## config.mk

```make
export PLATFORM = sky130hd
export DESIGN_NAME = json_string_escaper
export DESIGN_NICKNAME = d
export VERILOG_FILES = /design/src/jse_pkg.sv /design/src/jse_front.sv /design/src/jse_fifo.sv /design/src/jse_back.sv /design/src/json_string_escaper.sv
export SDC_FILE = /design/constraint.sdc
export NUM_CORES = 1
export LEC_CHECK = 0
export BUFFER_PORTS_ARGS = -buffer_cell sky130_fd_sc_hd__buf_4
export CAP_MARGIN = 20
export CORE_MARGIN = 1
export CORE_UTILIZATION = 35
export DETAILED_ROUTE_END_ITERATION = 8
export GPL_TIMING_DRIVEN = 0
export HOLD_SLACK_MARGIN = 0.12
export PLACE_DENSITY = 0.52
export SETUP_SLACK_MARGIN = 0.1
export SLEW_MARGIN = 40
export SYNTH_ARGS = -nofsm -noshare
export SYNTH_HDL_FRONTEND = slang
export SYNTH_SLANG_ARGS = --single-unit
```

## constraint.sdc

```tcl
create_clock -name clk -period 19.3 [get_ports clk]
set_clock_uncertainty 0.2 [all_clocks]
set_input_delay 3.86 -clock clk [delete_from_list [all_inputs] [get_ports clk]]
set_output_delay 3.86 -clock clk [all_outputs]
set_load 0.01 [all_outputs]
```

## src/jse_pkg.sv

```systemverilog
// jse_pkg: types, character constants and escape helpers for the JSON string escaper.
// No dependencies; imported by every module of the block.
package jse_pkg;

    localparam int CAP_W     = 17;    // capacity register and write offset width
    localparam int SEQ_MAX   = 6;     // longest escape sequence (\u00XX)
    localparam int RES_MAX   = 8;     // most results one item can cause
    localparam int QDEPTH    = 2;     // descriptor queue depth

    localparam logic [7:0] CHAR_QUOTE  = 8'h22;
    localparam logic [7:0] CHAR_BSLASH = 8'h5c;
    localparam logic [7:0] CHAR_ZERO   = 8'h30;
    localparam logic [7:0] CHAR_LOW_A  = 8'h61;
    localparam logic [7:0] CHAR_LOW_B  = 8'h62;
    localparam logic [7:0] CHAR_LOW_F  = 8'h66;
    localparam logic [7:0] CHAR_LOW_N  = 8'h6e;
    localparam logic [7:0] CHAR_LOW_R  = 8'h72;
    localparam logic [7:0] CHAR_LOW_T  = 8'h74;
    localparam logic [7:0] CHAR_LOW_U  = 8'h75;
    localparam logic [7:0] CTRL_LIMIT  = 8'h20;
    localparam logic [3:0] NIBBLE_MASK = 4'hf;

    localparam logic [7:0] CTRL_BS  = 8'h08;
    localparam logic [7:0] CTRL_TAB = 8'h09;
    localparam logic [7:0] CTRL_LF  = 8'h0a;
    localparam logic [7:0] CTRL_FF  = 8'h0c;
    localparam logic [7:0] CTRL_CR  = 8'h0d;

    typedef struct packed {
        logic [7:0] data_byte;
        logic       has_byte;
        logic       string_start;
        logic       string_end;
        logic       restart;
    } in_item_t;

    typedef struct packed {
        logic [7:0] out_byte;
        logic       byte_valid;
        logic       buffer_full;
        logic       last_of_item;
    } out_item_t;

    typedef struct packed {
        logic [SEQ_MAX-1:0][7:0] seq;
        logic [2:0]              len;
    } esc_t;

    // One item's worth of results: n_bytes written bytes, then an error result if err.
    typedef struct packed {
        logic [RES_MAX-1:0][7:0] bytes;
        logic [3:0]              n_bytes;
        logic                    err;
    } desc_t;

    function automatic logic [7:0] hex_digit(input logic [3:0] n);
        logic [7:0] r;
        if (n < 4'd10)
            r = CHAR_ZERO + {4'b0, n};
        else
            r = CHAR_LOW_A + {4'b0, n} - 8'd10;
        return r;
    endfunction

    function automatic esc_t escape_byte(input logic [7:0] c);
        esc_t       e;
        logic [7:0] sc;
        e  = '0;
        sc = 8'h00;
        unique case (c)
            CTRL_BS:  sc = CHAR_LOW_B;
            CTRL_FF:  sc = CHAR_LOW_F;
            CTRL_LF:  sc = CHAR_LOW_N;
            CTRL_CR:  sc = CHAR_LOW_R;
            CTRL_TAB: sc = CHAR_LOW_T;
            default:  sc = 8'h00;
        endcase
        priority if (c == CHAR_QUOTE || c == CHAR_BSLASH)
        begin
            e.seq[0] = CHAR_BSLASH;
            e.seq[1] = c;
            e.len    = 3'd2;
        end
        else if (c >= CTRL_LIMIT)
        begin
            e.seq[0] = c;
            e.len    = 3'd1;
        end
        else if (sc != 8'h00)
        begin
            e.seq[0] = CHAR_BSLASH;
            e.seq[1] = sc;
            e.len    = 3'd2;
        end
        else
        begin
            e.seq[0] = CHAR_BSLASH;
            e.seq[1] = CHAR_LOW_U;
            e.seq[2] = CHAR_ZERO;
            e.seq[3] = CHAR_ZERO;
            e.seq[4] = hex_digit(c[7:4] & NIBBLE_MASK);
            e.seq[5] = hex_digit(c[3:0] & NIBBLE_MASK);
            e.len    = 3'd6;
        end
        return e;
    endfunction

endpackage

```

## src/jse_front.sv

```systemverilog
// jse_front: accepts items, checks capacity and builds the result descriptor per item.
// Holds capacity, write offset and sticky error. Depends on jse_pkg.
module jse_front
    import jse_pkg::*;
#(
    parameter int MAX_CAPACITY = 65536
)
(
    input  logic             clk,
    input  logic             rst_n,
    input  logic             accept,
    input  in_item_t         item,
    input  logic             cap_we,
    input  logic [CAP_W-1:0] cap_wdata,
    output logic             desc_push,
    output desc_t            desc
);

    localparam int CAP_TOP = (1 << CAP_W) - 1;
    localparam logic [CAP_W-1:0] CAP_LIMIT =
        CAP_W'((MAX_CAPACITY > CAP_TOP) ? CAP_TOP : MAX_CAPACITY);
    localparam logic [CAP_W-1:0] CAP_RESET =
        CAP_W'((65536 > MAX_CAPACITY) ? MAX_CAPACITY : 65536);

    logic [CAP_W-1:0] cap_reg;
    logic [CAP_W-1:0] offset_reg, offset_next;
    logic             full_error_reg, full_error_next;

    always_ff @(posedge clk or negedge rst_n)
    begin
        if (!rst_n)
        begin
            cap_reg        <= CAP_RESET;
            offset_reg     <= '0;
            full_error_reg <= 1'b0;
        end
        else
        begin
            if (cap_we)
                cap_reg <= (cap_wdata > CAP_LIMIT) ? CAP_LIMIT : cap_wdata;
            if (accept)
            begin
                offset_reg     <= offset_next;
                full_error_reg <= full_error_next;
            end
        end
    end

    always_comb
    begin
        logic [CAP_W-1:0] base;
        logic             err_in;
        esc_t             esc;
        logic [2:0]       blen;
        logic [CAP_W:0]   sum1, sum2, sum3, capx;
        logic             ok1, ok2, ok3;
        logic             ws, wb, we;
        logic [3:0]       lb, j, n;

        base   = item.restart ? '0 : offset_reg;
        err_in = full_error_reg & ~item.restart;
        esc    = escape_byte(item.data_byte);
        blen   = item.has_byte ? esc.len : 3'd0;
        capx   = {1'b0, cap_reg};

        // Offsets after the opening quote, the byte's sequence and the closing quote
        sum1 = {1'b0, base} + (CAP_W+1)'(item.string_start);
        sum2 = sum1 + (CAP_W+1)'(blen);
        sum3 = sum2 + (CAP_W+1)'(item.string_end);

        ok1 = ~item.string_start | (sum1 <= capx);
        ok2 = ok1 & (~item.has_byte | (sum2 <= capx));
        ok3 = ok2 & (~item.string_end | (sum3 <= capx));

        ws = ~err_in & item.string_start & ok1;
        wb = ~err_in & item.has_byte & ok2;
        we = ~err_in & item.string_end & ok3;

        lb = wb ? {1'b0, esc.len} : 4'd0;
        n  = 4'(ws) + lb + 4'(we);

        desc.err     = err_in | ~ok3;
        desc.n_bytes = n;
        for (int i = 0; i < RES_MAX; i++)
        begin
            j = 4'(i) - 4'(ws);
            if (ws && i == 0)
                desc.bytes[i] = CHAR_QUOTE;
            else if (wb && j < lb)
                desc.bytes[i] = esc.seq[j[2:0]];
            else if (we && j == lb)
                desc.bytes[i] = CHAR_QUOTE;
            else
                desc.bytes[i] = 8'h00;
        end

        offset_next     = base + CAP_W'(n);
        full_error_next = desc.err;
        desc_push       = accept & (desc.err | (n != 4'd0));
    end

endmodule

```

## src/jse_fifo.sv

```systemverilog
// jse_fifo: short descriptor queue between the front and back ends.
// Depends on jse_pkg for desc_t and QDEPTH.
module jse_fifo
    import jse_pkg::*;
(
    input  logic  clk,
    input  logic  rst_n,
    input  logic  wr_en,
    input  desc_t wr_data,
    input  logic  rd_en,
    output desc_t rd_data,
    output logic  q_full,
    output logic  q_empty
);

    localparam int PW = (QDEPTH > 1) ? $clog2(QDEPTH) : 1;
    localparam int CW = $clog2(QDEPTH + 1);

    desc_t           mem_reg [QDEPTH];
    logic [PW-1:0]   wr_ptr_reg, rd_ptr_reg;
    logic [CW-1:0]   count_reg;
    logic            do_wr, do_rd;

    assign q_full  = (count_reg == CW'(QDEPTH));
    assign q_empty = (count_reg == '0);
    assign do_wr   = wr_en & ~q_full;
    assign do_rd   = rd_en & ~q_empty;
    assign rd_data = mem_reg[rd_ptr_reg];

    always_ff @(posedge clk)
    begin
        if (do_wr)
            mem_reg[wr_ptr_reg] <= wr_data;
    end

    always_ff @(posedge clk or negedge rst_n)
    begin
        if (!rst_n)
        begin
            wr_ptr_reg <= '0;
            rd_ptr_reg <= '0;
            count_reg  <= '0;
        end
        else
        begin
            if (do_wr)
                wr_ptr_reg <= (wr_ptr_reg == PW'(QDEPTH - 1)) ? '0 : wr_ptr_reg + 1'b1;
            if (do_rd)
                rd_ptr_reg <= (rd_ptr_reg == PW'(QDEPTH - 1)) ? '0 : rd_ptr_reg + 1'b1;
            if (do_wr && !do_rd)
                count_reg <= count_reg + 1'b1;
            else if (do_rd && !do_wr)
                count_reg <= count_reg - 1'b1;
        end
    end

endmodule

```

## src/jse_back.sv

```systemverilog
// jse_back: plays one descriptor out as a run of result transactions.
// Depends on jse_pkg.
module jse_back
    import jse_pkg::*;
(
    input  logic      clk,
    input  logic      rst_n,
    input  desc_t     q_data,
    input  logic      q_empty,
    output logic      q_pop,
    input  logic      pop,
    output logic      empty,
    output out_item_t result
);

    desc_t      cur_reg;
    logic       cur_valid_reg;
    logic [2:0] pos_reg;
    logic [3:0] total;
    logic       is_last, finishing, load;

    assign total     = cur_reg.n_bytes + 4'(cur_reg.err);
    assign is_last   = ({1'b0, pos_reg} == total - 4'd1);
    assign finishing = cur_valid_reg & pop & is_last;
    assign load      = ~cur_valid_reg | finishing;
    assign q_pop     = load & ~q_empty;
    assign empty     = ~cur_valid_reg;

    always_comb
    begin
        if ({1'b0, pos_reg} < cur_reg.n_bytes)
        begin
            result.out_byte    = cur_reg.bytes[pos_reg];
            result.byte_valid  = 1'b1;
            result.buffer_full = 1'b0;
        end
        else
        begin
            result.out_byte    = 8'h00;
            result.byte_valid  = 1'b0;
            result.buffer_full = 1'b1;
        end
        result.last_of_item = is_last;
    end

    always_ff @(posedge clk)
    begin
        if (q_pop)
            cur_reg <= q_data;
    end

    always_ff @(posedge clk or negedge rst_n)
    begin
        if (!rst_n)
        begin
            cur_valid_reg <= 1'b0;
            pos_reg       <= '0;
        end
        else if (load)
        begin
            cur_valid_reg <= ~q_empty;
            pos_reg       <= '0;
        end
        else if (pop)
            pos_reg <= pos_reg + 3'd1;
    end

endmodule

```

## src/json_string_escaper.sv

```systemverilog
// json_string_escaper: JSON string escaping into a bounded output buffer.
// Path: an accepted item that yields results is written to the queue as a descriptor,
//   which the back end then loads into its current register to drive the result ports.
// Throughput: one item per cycle while each item yields at most one result and pop is
//   held high; otherwise one result per cycle while pop is high (back-end serialiser).
// Reset (rst_n, async, active low): offset and sticky error cleared, queue emptied,
//   capacity set to 65536 saturated to MAX_CAPACITY. Depends on jse_pkg.
module json_string_escaper
    import jse_pkg::*;
#(
    parameter int MAX_CAPACITY = 65536
)
(
    input  logic             clk,
    input  logic             rst_n,
    // input side: a transaction completes when push is high and full is low
    input  logic             push,
    output logic             full,
    input  in_item_t         item,
    // result side: a transaction completes when pop is high and empty is low
    input  logic             pop,
    output logic             empty,
    output out_item_t        result,
    // capacity register, written whenever cap_we is high
    input  logic             cap_we,
    input  logic [CAP_W-1:0] cap_wdata
);

    // Front end: one item per cycle (while the queue is not full) is classified, checked
    // against capacity and turned into a descriptor holding every byte it writes plus an
    // error flag. Back end: descriptors are played out one result per cycle while pop
    // is high. The queue in between decouples the two so an expanding escape only stalls
    // the input once the queue has filled.

    logic  accept;
    logic  desc_push;
    desc_t desc;
    desc_t q_data;
    logic  q_pop;
    logic  q_empty;

    assign accept = push & ~full;

    jse_front #(
        .MAX_CAPACITY (MAX_CAPACITY)
    ) u_front (
        .clk       (clk),
        .rst_n     (rst_n),
        .accept    (accept),
        .item      (item),
        .cap_we    (cap_we),
        .cap_wdata (cap_wdata),
        .desc_push (desc_push),
        .desc      (desc)
    );

    jse_fifo u_fifo (
        .clk     (clk),
        .rst_n   (rst_n),
        .wr_en   (desc_push),
        .wr_data (desc),
        .rd_en   (q_pop),
        .rd_data (q_data),
        .q_full  (full),
        .q_empty (q_empty)
    );

    jse_back u_back (
        .clk     (clk),
        .rst_n   (rst_n),
        .q_data  (q_data),
        .q_empty (q_empty),
        .q_pop   (q_pop),
        .pop     (pop),
        .empty   (empty),
        .result  (result)
    );

endmodule

```

# After elaboration in Yosys (flattened, before gate mapping)
# Memories as Yosys holds them, arrays and structs flattened. A register that Yosys moved wholly into a read port is not among the register bits.
# Cells that the tools add are included.
dict set report classes {
  n_lt_le_gt_ge 25
  add_sub_neg 27
  muxes 57
  bitwise_logic 31
  reduce_logical 26
  n_eq_ne 17
}
# op n
set op_table {}
lappend op_table {{$bmux 8 s3} 9}
lappend op_table {{$mux 8} 20}
lappend op_table {{$mux 32} 2}
lappend op_table {{$le 18x17->1} 3}
lappend op_table {{$mux 6} 8}
lappend op_table {{$eq 8x4->1 const B} 5}
lappend op_table {{$mux 40} 1}
lappend op_table {{$lt 3x4->1 const B} 9}
lappend op_table {{$pmux 7 s5} 1}
lappend op_table {{$mux 17} 2}
lappend op_table {{$eq 4x4->1} 8}
lappend op_table {{$lt 4x4->1} 8}
lappend op_table {{$mux 19} 1}
lappend op_table {{$add 17x1->18} 1}
lappend op_table {{$add 18x1->18} 1}
lappend op_table {{$add 18x3->18} 1}
lappend op_table {{$logic_and 1x1->1} 18}
lappend op_table {{$mux 18} 1}
lappend op_table {{$add 17x4->17} 1}
lappend op_table {{$gt 17x17->1 const B} 1}
lappend op_table {{$add 7x4->8 const A} 2}
lappend op_table {{$and 1x1->1} 16}
lappend op_table {{$sub 3x1->4 const A} 4}
lappend op_table {{$sub 8x4->8 const B} 2}
lappend op_table {{30 further kinds} 58}
dict set report totals {
  elab_cells 192
  input_bits 34
  regBits 43
  out_inout_bits 13
  memories 1
  ram_bits 138
}
# name words word_bits rd rd_ports_with_merged_regs write_ports line_no
set memory_table {}
lappend memory_table {u_fifo.mem_reg 2 69 1 1 1 jse_fifo.sv:19} ;# desc_t mem_reg [QDEPTH];

# Depth between registers and ports, before layout
dict set report depth {
  word_depth 23
  depth_mapped 42
  depth_no_buf 40
}

# Cells and area by module
# Synthesis repeated with hierarchy kept, for this count alone.
dict set report unflattened {
  hier_cells 1121
  area_unflattened_um2 14188.6
}
# module seq_area_each_um2 instances area_per_inst_um2 cells_each
set modules_own_cells {}
lappend modules_own_cells {jse_front 877.1 1 5635.4 735}
lappend modules_own_cells {jse_fifo 4244.1 1 5527.8 234}
lappend modules_own_cells {jse_back 2172.1 1 3011.6 151}
lappend modules_own_cells {json_string_escaper 0.0 1 13.8 1}

# Least setup slack after synthesis
# Ideal clock, no wire load.
dict set report synth_timing {
  path_kind {input port to flip-flop}
  startpoint {input item[0] (netlist bit)}
  endpoint {memory u_fifo.mem_reg[0][0] (netlist bit), enable pin}
  required_ns 18.625
  slack_ns 5.902
  setup_time_ns 0.475
  n_path_buf 3
  arrival_time_ns 12.723
  path_stages 32
  path_cell_list {buf_2 -> buf_2 -> clkbuf_1 -> nor2b_1 -> ha_1 -> ha_1 -> inv_1 -> xnor2_1 -> ha_1 -> and3_1 -> a211oi_1 -> nor4_1 -> and3_1 -> or2_2 -> nor3_1 -> and3_1 -> nand3_1 -> xnor2_1 -> ha_1 -> nor2b_1 -> o21ai_0 -> a21oi_1 -> o41ai_1 -> o211ai_1 -> nand4bb_4 -> fa_1 -> inv_1 -> ha_1 -> inv_1 -> and3_1 -> a31oi_1 -> nor2b_1}
}
# element line_no
set synth_rtl {}
lappend synth_rtl {{from (decl)} json_string_escaper.sv:19} ;# input in_item_t item,
lappend synth_rtl {{to (decl)} jse_fifo.sv:19}

==> metrics.csv <==
stage,metric,value,unit
place,Port Buffers,44,
timing,RSZ-0062 raised after global routing,no,
timing,Max-slew headroom,44.9,%
min_path,min-delay worst type,reg2reg,
synth,syn avg cell area,11.6,um^2
synth,Post-Syn Instances,1040,
routing,wire length on met3,1010,um
place,gpl congestion,0.849,
power_and_ir_drop,Peak VDD IR,65.1,uV
setup_path,crit-path max FO,10,
timing,final hold violation count,0,
routing,Routed met1 length,13400,um
global_routing,initial antenna violation count,1,
global_routing,largest net degree at the start of global routing,44,
layout,Multi-input gate area,0.00568,mm^2
clock_tree,maximum root-to-sink buffer count,3,
clock_tree,clk_lat worst skew,0.52,ns
routing,drt first pass iters,5,
setup_path,Critical Path RT,19.53,ns
synth,synth unique cells,81,
min_path,hold path depth,2,
clock_tree,Root Driver,clkbuf_16,
timing,Final setup viols,0,
global_routing,vias in the first global route,8302,
timing,hold slack,0.275,ns
floorplanning,Row Count,67,
floorplanning,I/O pins,47,
setup_path,endpoint type of the worst setup path,flop,
layout,Final #Nets,1246,
layout,fill count,3241,
clock_tree,Setup Buffers After CTS,0,
layout,Register Area,0.00603,mm^2
outcome,status,completed,
routing,DR vias/cell,5.17,
place,detailed placement HPWL,21900,um
setup_path,Crit Path Class,in2reg,
floorplanning,Die Area,0.0353,mm^2
floorplanning,Die W,188,um
routing,WL/cell,18.7,um
timing,Setup TNS,0,ns
routing,DR DRC count,0,
power_and_ir_drop,LEAKAGE,5.38,nW
clock_tree,H-tree Lvls,1,
power_and_ir_drop,total power,1.51,mW
global_routing,Overflow after GRT,0,
timing,Final Max Slew Viols,0,
clock_tree,Worst-path clk slew,0.06,ns
synth,Synth async-reset ratio,20.7,%
synth,predominant post-synthesis flop cell,edfxtp_1,
global_routing,Tot GR Track Use,17.2,%
setup_path,CP startpoint kind,input port,
clock_tree,CTS tree,yes,
setup_path,reg2reg setup slack,9.89,ns
floorplanning,starting density of the core,35.8,%
power_and_ir_drop,Pwr Density,109,mW/mm^2
synth,Synth warnings,0,
routing,initial DRC count,470,
layout,max reg flops,110,
setup_path,CP max stage delay,0.55,ns
routing,highest routed layer,met4,
min_path,Hold Path End,u_front.offset_reg[0],
timing,Worst-Margin Slew,0.806,ns
clock_tree,CTS resizes,0,
routing,post-route ant nets,0,
min_path,HP Start,u_front.offset_reg[0],
global_routing,first-pass GRT wire length,47300,um
clock_tree,clock sink count,208,
floorplanning,Die H,188,um
job,MaxCap Viol Count,0,
synth,post-synthesis sequential area ratio,49.9,%
clock_tree,number of CTS-inserted buffers,24,
setup_path,"Top cell by count, worst path",ha_1,
layout,Area growth syn-to-layout,14.6,%
timing,Max Freq,74.5,MHz
routing,Vias,8215,
routing,total wire length,29700,um
routing,DR WL met2,14800,um
setup_path,Critical Path AT,13.67,ns
setup_path,Reg2Reg Launch Point,u_front.offset_reg[0],
clock_tree,Hold Buf Count CTS,0,
floorplanning,Core ar.,0.0338,mm^2
synth,synthesized area,0.0121,mm^2
layout,share of cells above drive strength 1,17.7,%
synth,Post-synth EDFFs,165,
timing,post-layout minimum cycle time,13.43,ns
setup_path,Reg2Reg Depth,35,
setup_path,Reg-to-Reg End,u_front.offset_reg[15],
synth,"flops & latches, synth",208,
timing,Final period util,69.6,%
setup_path,"Slowest-stage cell, CP",or4_4,
## worst max-delay path: cells and delay by family
kind	cells	cell delay, ns
adders and majority gates	7	2.29
buffers and inverters	6	1.52
and+or+nand+nor	11	2.98
AOI/OAI and AO/OA	9	1.90
xor gates and xnor gates	5	1.11
## worst max path at each step
stage	end	start	slack [ns]	depth (start not counted)
2_1_floorplan	u_fifo.mem_reg[0][0]	item[0]	5.90	32
3_3_place_gp	u_fifo.mem_reg[0][8]	item[0]	1.83	33
3_5_place_dp	u_front.offset_reg[15]	item[0]	5.22	39
4_1_cts	u_front.offset_reg[15]	item[0]	5.69	39
5_1_grt	u_front.offset_reg[15]	item[0]	5.01	39
6_report	u_front.offset_reg[15]	item[0]	5.87	38
## cells in the final DEF, fill, tap and decap left out, types with 42 or more instances in the layout
cell | netlist | final
mux2_2 | 61 | 61
inv_1 | 61 | 60
dfrtp_1 | 42 | 42
buf_4 | 5 | 49
nand2_1 | 76 | 76
ha_1 | 84 | 84
a21oi_1 | 42 | 42
nor2_1 | 58 | 57
o21ai_0 | 47 | 46
edfxtp_1 | 165 | 165
## synthesized netlist by cell type, drive strengths merged (18+ instances only)
cell type | instances | area (um^2)
clkbuf | 24 | 90.1
xnor2 | 40 | 358
o21ai | 51 | 255
nand4 | 20 | 161
mux2 | 61 | 687
edfxtp | 165 | 4950
ha | 84 | 1050
nor2 | 58 | 218
nand2 | 76 | 285
nor2b | 22 | 138
nand3 | 32 | 173
inv | 61 | 229
nor3 | 18 | 95.1
dfrtp | 42 | 1050
xor2 | 27 | 244
a21oi | 45 | 244
and3 | 18 | 118
## cell families after synthesis
family	share of synthesized area, %
flops	49.9
mux	7.85
fa+ha+maj	9.19
simple gates	15.3
xor+xnor	4.98
buf+inv	3.50
other cells	0.0310
compound gates	9.29
## through the flow
step / util (%) / area, um^2 / std cells / setup slack [ns]
6_report: 41.0 / 13900 / 1590 / 5.87
5_1_grt: 41.0 / 13900 / 1589 / 5.01
4_1_cts: 41.0 / 13800 / 1588 / 5.69
3_5_place_dp: 38.9 / 13100 / 1546 / 5.22
3_3_place_gp: 38.5 / 13000 / 1541 / 1.83
2_1_floorplan: - / 12100 / 1049 / 5.90
## metal layers
layer,up-vias,track usage (%)
met5,-,0
met4,0,3.28
met3,42,2.30
met2,152,30.2
met1,4006,22.5
li1,4015,-
## power by group
part | leakage [nW] | switching, mW | internal (mW)
Combinational | 2.99 | 0.271 | 0.201
Clock | 0.340 | 0.179 | 0.228
Sequential | 2.05 | 0.0286 | 0.607
## layout make-up
type	instances	area share, %
Antenna cell	1	0.0181
Buffer	40	1.43
Clock buffer	29	4.47
Clock inverter	13	0.578
Inverter	61	1.67
Multi-Input combinational cell	740	41.0
Sequential cell	208	43.5
Tap cell	448	4.04
Timing Repair Buffer	50	3.26
Power figures use the tool's default switching activity.
